### src/rtl/lkvc_pkg.sv
package lkvc_pkg;

	localparam int KEY_W = 32;
	localparam int VAL_W = 32;
	localparam int CAP_W = 5;
	localparam logic [CAP_W-1:0] CAP_RESET = 5'd16;

	typedef enum logic {
		OP_GET = 1'b0,
		OP_PUT = 1'b1
	} op_t;

	typedef enum logic [1:0] {
		ST_IDLE   = 2'd0,
		ST_LOOKUP = 2'd1,
		ST_UPDATE = 2'd2
	} state_t;

	typedef struct packed {
		logic               opcode;
		logic signed [31:0] lookup_key;
		logic signed [31:0] write_value;
	} req_t;

	typedef struct packed {
		logic               hit;
		logic signed [31:0] read_value;
		logic               evicted;
	} rsp_t;

	typedef struct packed {
		logic capture;
		logic lookup;
		logic commit;
	} cmd_t;

endpackage

### src/rtl/lkvc_ram.sv
module lkvc_ram #(
	parameter int WIDTH = 32,
	parameter int DEPTH = 16
) (
	input  logic                                  clk,
	input  logic                                  we,
	input  logic [(DEPTH > 1 ? $clog2(DEPTH) : 1)-1:0] waddr,
	input  logic [WIDTH-1:0]                      wdata,
	input  logic                                  re,
	input  logic [(DEPTH > 1 ? $clog2(DEPTH) : 1)-1:0] raddr,
	output logic [WIDTH-1:0]                      rdata
);

	logic [WIDTH-1:0] mem_q [DEPTH];

	always_ff @(posedge clk) begin
		if (we) begin
			mem_q[waddr] <= wdata;
		end
		if (re) begin
			rdata <= mem_q[raddr];
		end
	end

endmodule

### src/rtl/lkvc_ctrl.sv
module lkvc_ctrl (
	input  logic              clk,
	input  logic              arst_n,
	input  logic              req_valid,
	output logic              req_stall,
	output logic              rsp_valid,
	input  logic              rsp_stall,
	output lkvc_pkg::cmd_t    cmd
);

	lkvc_pkg::state_t state_q, state_d;
	logic rsp_valid_q;
	logic can_commit;

	assign can_commit = !rsp_valid_q || !rsp_stall;
	assign rsp_valid  = rsp_valid_q;

	always_ff @(posedge clk or negedge arst_n) begin
		if (!arst_n) begin
			state_q     <= lkvc_pkg::ST_IDLE;
			rsp_valid_q <= 1'b0;
		end else begin
			state_q <= state_d;
			if (cmd.commit) begin
				rsp_valid_q <= 1'b1;
			end else if (!rsp_stall) begin
				rsp_valid_q <= 1'b0;
			end
		end
	end

	always_comb begin
		state_d   = state_q;
		cmd       = '0;
		req_stall = 1'b1;
		unique case (state_q)
			lkvc_pkg::ST_IDLE: begin
				req_stall = 1'b0;
				if (req_valid) begin
					cmd.capture = 1'b1;
					state_d     = lkvc_pkg::ST_LOOKUP;
				end
			end
			lkvc_pkg::ST_LOOKUP: begin
				cmd.lookup = 1'b1;
				state_d    = lkvc_pkg::ST_UPDATE;
			end
			lkvc_pkg::ST_UPDATE: begin
				if (can_commit) begin
					cmd.commit = 1'b1;
					req_stall  = 1'b0;
					if (req_valid) begin
						cmd.capture = 1'b1;
						state_d     = lkvc_pkg::ST_LOOKUP;
					end else begin
						state_d = lkvc_pkg::ST_IDLE;
					end
				end
			end
			default: begin
				state_d = lkvc_pkg::ST_IDLE;
			end
		endcase
	end

endmodule

### src/rtl/lkvc_datapath.sv
module lkvc_datapath #(
	parameter int ENTRIES = 16
) (
	input  logic                            clk,
	input  logic                            arst_n,
	input  lkvc_pkg::cmd_t                  cmd,
	input  lkvc_pkg::req_t                  req,
	output lkvc_pkg::rsp_t                  rsp,
	input  logic                            cfg_wen,
	input  logic [lkvc_pkg::CAP_W-1:0]      cfg_wdata
);

	localparam int IW = (ENTRIES > 1) ? $clog2(ENTRIES) : 1;
	localparam int OW = $clog2(ENTRIES + 1);

	logic [lkvc_pkg::CAP_W-1:0] cap_q;
	logic [OW-1:0]              occ_q;
	logic [ENTRIES-1:0]         valid_q;
	logic [lkvc_pkg::KEY_W-1:0] key_arr_q [ENTRIES];
	logic [IW-1:0]              rank_q [ENTRIES];

	logic                       op_q;
	logic [lkvc_pkg::KEY_W-1:0] key_q;
	logic [lkvc_pkg::VAL_W-1:0] wval_q;

	logic          hit_q;
	logic          evict_q;
	logic [IW-1:0] hit_idx_q;
	logic [IW-1:0] hit_rank_q;
	logic [IW-1:0] slot_q;

	logic [ENTRIES-1:0] match;
	logic               hit;
	logic [IW-1:0]      hit_idx;
	logic [IW-1:0]      hit_rank;
	logic [IW-1:0]      free_idx;
	logic [IW-1:0]      old_idx;
	logic [IW-1:0]      old_rank;
	logic               occ_lt_cap;
	logic               evict;

	logic                       ram_we;
	logic [IW-1:0]              ram_waddr;
	logic [lkvc_pkg::VAL_W-1:0] ram_rdata;
	lkvc_pkg::rsp_t             rsp_q;

	assign rsp      = rsp_q;
	assign old_rank = IW'(occ_q - OW'(1));

	always_comb begin
		hit_idx  = '0;
		hit_rank = '0;
		old_idx  = '0;
		free_idx = '0;
		for (int i = 0; i < ENTRIES; i++) begin
			match[i] = valid_q[i] && (key_arr_q[i] == key_q);
			if (match[i]) begin
				hit_idx  = hit_idx | IW'(i);
				hit_rank = hit_rank | rank_q[i];
			end
			if (valid_q[i] && rank_q[i] == old_rank) begin
				old_idx = old_idx | IW'(i);
			end
		end
		for (int i = ENTRIES - 1; i >= 0; i--) begin
			if (!valid_q[i]) begin
				free_idx = IW'(i);
			end
		end
		hit = |match;
	end

	// effective capacity is capacity clamped to 1..ENTRIES
	always_comb begin
		if (cap_q == '0) begin
			occ_lt_cap = (occ_q == '0);
		end else begin
			occ_lt_cap = (32'(occ_q) < 32'(cap_q)) && (occ_q < OW'(ENTRIES));
		end
		evict = !occ_lt_cap;
	end

	always_ff @(posedge clk or negedge arst_n) begin
		if (!arst_n) begin
			cap_q   <= lkvc_pkg::CAP_RESET;
			occ_q   <= '0;
			valid_q <= '0;
		end else begin
			if (cfg_wen) begin
				cap_q <= cfg_wdata;
			end
			if (cmd.commit && op_q == lkvc_pkg::OP_PUT && !hit_q) begin
				valid_q[slot_q] <= 1'b1;
				if (!evict_q) begin
					occ_q <= occ_q + OW'(1);
				end
			end
		end
	end

	always_ff @(posedge clk) begin
		if (cmd.capture) begin
			op_q   <= req.opcode;
			key_q  <= req.lookup_key;
			wval_q <= req.write_value;
		end
		if (cmd.lookup) begin
			hit_q      <= hit;
			evict_q    <= evict;
			hit_idx_q  <= hit_idx;
			hit_rank_q <= hit_rank;
			slot_q     <= evict ? old_idx : free_idx;
		end
		if (cmd.commit) begin
			if (hit_q) begin
				for (int i = 0; i < ENTRIES; i++) begin
					if (valid_q[i] && IW'(i) != hit_idx_q && rank_q[i] < hit_rank_q) begin
						rank_q[i] <= rank_q[i] + IW'(1);
					end
				end
				rank_q[hit_idx_q] <= '0;
			end else if (op_q == lkvc_pkg::OP_PUT) begin
				for (int i = 0; i < ENTRIES; i++) begin
					if (valid_q[i] && IW'(i) != slot_q) begin
						rank_q[i] <= rank_q[i] + IW'(1);
					end
				end
				rank_q[slot_q]    <= '0;
				key_arr_q[slot_q] <= key_q;
			end
			rsp_q.hit        <= hit_q;
			rsp_q.read_value <= (hit_q && op_q == lkvc_pkg::OP_GET) ? $signed(ram_rdata) : '0;
			rsp_q.evicted    <= (op_q == lkvc_pkg::OP_PUT) && !hit_q && evict_q;
		end
	end

	assign ram_we    = cmd.commit && op_q == lkvc_pkg::OP_PUT;
	assign ram_waddr = hit_q ? hit_idx_q : slot_q;

	lkvc_ram #(
		.WIDTH(lkvc_pkg::VAL_W),
		.DEPTH(ENTRIES)
	) u_value_ram (
		.clk  (clk),
		.we   (ram_we),
		.waddr(ram_waddr),
		.wdata(wval_q),
		.re   (cmd.lookup),
		.raddr(hit_idx),
		.rdata(ram_rdata)
	);

endmodule

### src/rtl/lru_key_value_cache_unit.sv
// Fully associative key/value cache with least-recently-used replacement.
// Request channel (req_valid / req_stall / req): opcode get or put, a key and
// a value. Response channel (rsp_valid / rsp_stall / rsp): one item per
// request with hit, read_value (get hit only) and evicted (put that had to
// replace the least recent entry).
// Config: cfg_wen writes cfg_wdata into the capacity register; 0 acts as 1,
// above ENTRIES acts as ENTRIES. Write it only while the block is idle.
// An accepted request passes through the lookup state (parallel key compare,
// registered value read) and then the update state (rank, key and value
// write-back), which loads the response register when the output register is free.
// A new request is taken in the same cycle the previous one commits.
// While rsp_stall holds a response, the next request completes its lookup
// and then waits; req_stall stays high until the response register frees.
// Reset clears all entry valid bits, occupancy and the response valid flag,
// and sets capacity to 16. Keys, values, ranks and response fields are not cleared.
module lru_key_value_cache_unit #(
	parameter int ENTRIES = 16
) (
	input  logic                       clk,
	input  logic                       arst_n,
	input  logic                       req_valid,
	output logic                       req_stall,
	input  lkvc_pkg::req_t             req,
	output logic                       rsp_valid,
	input  logic                       rsp_stall,
	output lkvc_pkg::rsp_t             rsp,
	input  logic                       cfg_wen,
	input  logic [lkvc_pkg::CAP_W-1:0] cfg_wdata
);

	lkvc_pkg::cmd_t cmd;

	lkvc_ctrl u_ctrl (
		.clk      (clk),
		.arst_n   (arst_n),
		.req_valid(req_valid),
		.req_stall(req_stall),
		.rsp_valid(rsp_valid),
		.rsp_stall(rsp_stall),
		.cmd      (cmd)
	);

	lkvc_datapath #(
		.ENTRIES(ENTRIES)
	) u_datapath (
		.clk      (clk),
		.arst_n   (arst_n),
		.cmd      (cmd),
		.req      (req),
		.rsp      (rsp),
		.cfg_wen  (cfg_wen),
		.cfg_wdata(cfg_wdata)
	);

endmodule

### config.mk
export PLATFORM = sky130hd
export DESIGN_NAME = lru_key_value_cache_unit
export DESIGN_NICKNAME = d
export VERILOG_FILES = /design/src/rtl/lkvc_pkg.sv /design/src/rtl/lkvc_ram.sv /design/src/rtl/lkvc_ctrl.sv /design/src/rtl/lkvc_datapath.sv /design/src/rtl/lru_key_value_cache_unit.sv
export SDC_FILE = /design/constraint.sdc
export NUM_CORES = 2
export LEC_CHECK = 0
export BUFFER_PORTS_ARGS = -buffer_cell sky130_fd_sc_hd__buf_2
export CORE_MARGIN = 2
export CORE_UTILIZATION = 65
export CTS_CLUSTER_SIZE = 8
export DETAILED_ROUTE_END_ITERATION = 6
export GPL_TIMING_DRIVEN = 0
export PLACE_DENSITY = 0.8
export SLEW_MARGIN = 20
export SYNTH_ARGS = -nofsm -noshare
export SYNTH_HDL_FRONTEND = slang
export SYNTH_SLANG_ARGS = --single-unit
export TNS_END_PERCENT = 100
### constraint.sdc
create_clock -name clk -period 16.03 [get_ports clk]
set_input_delay 1.603 -clock clk [delete_from_list [all_inputs] [get_ports clk]]
set_output_delay 1.603 -clock clk [all_outputs]
set_load 0.01 [all_outputs]
==> summary.txt <==
Pwr
  • Clock power frac: 0.414
  • Fraction of power consumed by sequential logic: 0.486
  • NetSw: 2064 uW
  • Static power due to leakage: 0.02136 uW
  • Pwr Density: 128.8 nW/um^2
  • Combinational fraction of design power: 0.099
  • Cell Int Power: around 6000 uW
  • Max VDD drop: ~120 uV
  • Switching power as a share of total power: 0.2564

Global routing
  • Global-route wire length before repair: 235,500 um
  • Remaining global-route overflow: 0
  • All-layer global routing usage: 0.3816
  • Maximum number of pins on one net before global-route repair: 30
  • Met3 routing resource usage after global routing: 0.1160
  • Via count of the first global-routing pass: about 36k
  • Met2 capacity usage during global routing: 0.5748
  • Met1 usage in global routing: 0.5156
  • Number of antenna violations at the first check in global routing: 6
  • Global routing's busiest layer: met2

Setup path
  • Critical Setup Path Class: flop to flop
  • Slowest cell on the critical path: sky130_fd_sc_hd__edfxtp_1
  • Startpoint type of the worst setup path: flop
  • Cell-by-cell trace of the critical path: buf_2 > buf_2 > xor2_1 > nor4_1 > nand4_1 > nor3_2 > nor4_1 > and2_1 > buf_2 > inv_1 > buf_4 > clkbuf_1 > a2111oi_0 > a2111oi_0 > nand3_1
  • Endpoint required time on the critical path: 16.48 ns
  • Arrival time at the worst endpoint: about 7.6 ns
  • Cells on worst reg2reg path: 15
  • Delay of the slowest cell on the worst path: roughly 1.2 ns
  • Critical Path Most Common Cell: sky130_fd_sc_hd__buf_2
  • Worst-path fanout max: 17
  • Endpoint class of the critical path: flop

CTS
  • Number of sinks driven by the clock tree: about 1.3k
  • CTS Root Cell: sky130_fd_sc_hd__clkbuf_16
  • Post-CTS resize count: 0
  • CTS tree: done
  • Hold bufs inserted after CTS: 0
  • CTS Buf Count: about 180
  • Clock input transition at the sequential cells of the worst setup and hold paths: 0.05 ns
  • Worst skew pair latency: 0.78 ns
  • Clock Tree Buf Depth: 3
  • Number of levels in the clock H-tree: 4
  • Number of setup buffers added after CTS: 0

Routing
  • Remaining DRCs: 1
  • Final wirelength: around 160,000 um
  • Number of DRC markers after the initial detailed-route iteration: 5,807
  • First-pass DRT Iterations: 7
  • Average routed wire per standard cell: 31.68 um
  • Post-DR vias/cell: a little over 7
  • Number of nets still failing antenna checks after routing: 0
  • Total number of vias: 36.55k

Cells and area
  • Commonest cells after routing, fill and taps aside: sky130_fd_sc_hd__edfxtp_1, sky130_fd_sc_hd__xor2_1, sky130_fd_sc_hd__xnor2_1
  • Area overhead of the layout relative to synthesis: 15.18%
  • Layout Cells excl Fill: around 5.2k
  • Area of combinational cells with multiple inputs: 16,370 um^2
  • Fraction of final layout cells with drive strength greater than 1: 0.1420
  • Most common cell after layout, fill and taps aside: sky130_fd_sc_hd__edfxtp_1
  • Final layout net count: 4,199
  • Filler Cells Inserted: around 4.7k
  • Sequential cell area: approximately 37,000 um^2

STA
  • Fin Setup TNS: 0 ns
  • Slack of the critical path: between 8 and 9 ns
  • WHS: roughly 0.50 ns
  • Max Transition Viols Final: 0
  • Final clock skew: 0.06528 ns
  • Actual transition at the worst max-transition pin: approximately 1.3 ns
  • Final clock period utilization by the worst path: 0.4467
  • Max Freq: roughly 140 MHz
  • Minimum period implied by the final worst setup slack: 7.161 ns
  • RSZ-0062 raised after global routing: no
  • Total count of hold-check failures in the final report: 0
  • Final count of negative-setup-slack endpoints: 0
  • Headroom to the max-slew limit: 0.1022

Place
  • Total of buffers placed on input and output ports: approximately 110
  • Pre-CTS setup slack: around 9.3 ns
  • Cell count after placement: 4,940
  • Final HPWL from detailed placement: 104,400 um
  • Final estimated routing congestion in global placement: between 0.9 and 1

Synth
  • Sequential area share after synthesis: 0.6838
  • Synthesized instance count: about 3.7k
  • Post-Synthesis Net Count: around 3.9k
  • Post-synthesis register bit count: roughly 1.3k
  • Area of the mapped netlist: approximately 54,000 um^2
  • Synth cell types: between 60 and 70
  • Proportion of register bits with asynchronous set or reset after synthesis: 0.02298
  • Number of enable-type register cells in the synthesized netlist: between 1k and 1.5k
  • Ys flop type: sky130_fd_sc_hd__edfxtp_1
  • Synth top area cells: sky130_fd_sc_hd__edfxtp_1, sky130_fd_sc_hd__xor2_1, sky130_fd_sc_hd__xnor2_1, sky130_fd_sc_hd__dfxtp_1, sky130_fd_sc_hd__a2111oi_0
  • Area share of the largest cell type after synthesis: 0.6468
  • Number of warnings issued by yosys: 0
  • Syn avg cell area: ~15 um^2
  • Library cell with the largest summed area after synthesis: sky130_fd_sc_hd__edfxtp_1

Outcome
  • Result of the run: complete, but fails checks
  • Violations in the final reports: design-rule violations

Die
  • Die boundary height: ~300 um
  • Die area: 85,830 um^2
  • Starting Density: 0.6589
  • Number of core rows: 105
  • Top Ports: roughly 110
  • Width of the chip: just under 300 um
  • Total core area: 82,370 um^2

Run
  • Number of violations of the max-capacitance limit: 0

Worst hold path
  • Hold/Removal Path Class: flop to flop
  • Hold path depth: 1
## worst max-delay path, delay by kind of cell, from the launching register on
family | cells | cell delay, ns
AO/OA/AOI/OAI | 2 | 1.12
XOR/XNOR | 1 | 0.13
buffers and inverters | 6 | 1.93
flip-flops | 1 | 1.17
AND/OR/NAND/NOR | 6 | 2.45
## per-stage QoR
| step | utilization | total power, uW | cell area [um^2] |
|---|---|---|---|
| 2_1_floorplan | - | 4396 | 54270 |
| 3_3_place_gp | 0.6818 | 4682 | 56160 |
| 3_5_place_dp | 0.6984 | 4730 | 57530 |
| 4_1_cts | 0.7572 | 8002 | 62370 |
| 5_1_grt | 0.7587 | 8228 | 62500 |
| 6_report | 0.7589 | 8049 | 62520 |
## sequential cells by signal, summed over array words and instances, names as in the netlist, 5 cells and up
name	flops
u_datapath.rank_q	64
u_datapath.rsp	34
u_datapath.valid_q	16
u_datapath.key_arr_q	512
u_datapath.wval_q	32
u_datapath.key_q	32
u_datapath.occ_q	5
u_datapath.cap_q	5
u_datapath.u_value_ram.mem_q	512
u_datapath.u_value_ram.rdata	32
## path summary, 6_finish.rpt
path	start	to	slack (ns)
max in group asynchronous	arst_n	u_datapath.occ_q[3]	14.51
max	u_datapath.key_q[2]	u_datapath.u_value_ram.rdata[19]	8.87
min reg2reg	u_datapath.occ_q[4]	u_datapath.occ_q[4]	0.50
min in group asynchronous	arst_n	u_datapath.valid_q[7]	0.94
max reg2reg	u_datapath.key_q[2]	u_datapath.u_value_ram.rdata[19]	8.87
min	u_datapath.occ_q[4]	u_datapath.occ_q[4]	0.50
## logic make-up (layout without fill, tap and decap cells)
logic type / count (synthesis) / in the layout / synth area share
simple gates: 874 / 874 / 0.08693
compound gates: 490 / 490 / 0.06330
mux: 146 / 146 / 0.02877
flops: 1262 / 1262 / 0.6838
fa+ha+maj: 70 / 70 / 0.01614
buf+inv: 249 / 643 / 0.02059
other cells: 0 / 7 / 0
xor+xnor: 621 / 621 / 0.1005
## routing by layer
layer / vias up / part of all wire
li1: 14860 / -
met1: 17820 / 0.36
met2: 3274 / 0.45
met3: 589 / 0.15
met4: 4 / 0.047
met5: - / 0.00013
## power by group through the flow
stage	sequential [uW]	combinational (uW)	clock (uW)
2_1_floorplan	3880	515	0
6_report	3910	800	3340
3_5_place_dp	3970	763	0
4_1_cts	3910	773	3320
5_1_grt	3920	862	3450
3_3_place_gp	3970	710	0
## synth_stat cells, types with 4 or more instances
| cell | n |
|---|---|
| sky130_fd_sc_hd__a2111oi_0 | 123 |
| sky130_fd_sc_hd__a2111oi_2 | 5 |
| sky130_fd_sc_hd__a211oi_1 | 32 |
| sky130_fd_sc_hd__a21boi_0 | 6 |
| sky130_fd_sc_hd__a21oi_1 | 61 |
| sky130_fd_sc_hd__a221oi_1 | 16 |
| sky130_fd_sc_hd__a22o_1 | 19 |
| sky130_fd_sc_hd__a32o_1 | 13 |
| sky130_fd_sc_hd__a41o_1 | 4 |
| sky130_fd_sc_hd__and2_1 | 35 |
| sky130_fd_sc_hd__and3_1 | 6 |
| sky130_fd_sc_hd__buf_1 | 7 |
| sky130_fd_sc_hd__buf_2 | 71 |
| sky130_fd_sc_hd__buf_4 | 7 |
| sky130_fd_sc_hd__buf_6 | 9 |
| sky130_fd_sc_hd__clkbuf_1 | 129 |
| sky130_fd_sc_hd__dfrtp_1 | 28 |
| sky130_fd_sc_hd__dfxtp_1 | 64 |
| sky130_fd_sc_hd__edfxtp_1 | 1169 |
| sky130_fd_sc_hd__ha_1 | 70 |
| sky130_fd_sc_hd__inv_1 | 26 |
| sky130_fd_sc_hd__mux2_2 | 59 |
| sky130_fd_sc_hd__mux2_4 | 5 |
| sky130_fd_sc_hd__mux2i_1 | 81 |
| sky130_fd_sc_hd__nand2_1 | 79 |
| sky130_fd_sc_hd__nand2b_1 | 28 |
| sky130_fd_sc_hd__nand3_1 | 214 |
| sky130_fd_sc_hd__nand4_1 | 108 |
| sky130_fd_sc_hd__nand4b_1 | 6 |
| sky130_fd_sc_hd__nor2_1 | 146 |
| sky130_fd_sc_hd__nor2b_1 | 27 |
| sky130_fd_sc_hd__nor3_1 | 43 |
| sky130_fd_sc_hd__nor3b_1 | 4 |
| sky130_fd_sc_hd__nor4_1 | 117 |
| sky130_fd_sc_hd__nor4b_1 | 16 |
| sky130_fd_sc_hd__o21ai_0 | 167 |
| sky130_fd_sc_hd__o22a_1 | 32 |
| sky130_fd_sc_hd__or2_2 | 18 |
| sky130_fd_sc_hd__or4_1 | 11 |
| sky130_fd_sc_hd__xnor2_1 | 244 |
| sky130_fd_sc_hd__xor2_1 | 375 |
## layout make-up
class | instances | area share
timing repair buffer | 165 | 0.02746
clock buffer | 214 | 0.07239
clock inverter | 15 | 0.005044
multi-input combinational | 2201 | 0.2619
buffer | 223 | 0.01631
inverter | 26 | 0.001561
tap | 1070 | 0.02142
sequential | 1262 | 0.5936
antenna | 7 | 0.0002802
No activity file was read; power rests on OpenSTA's default activity.
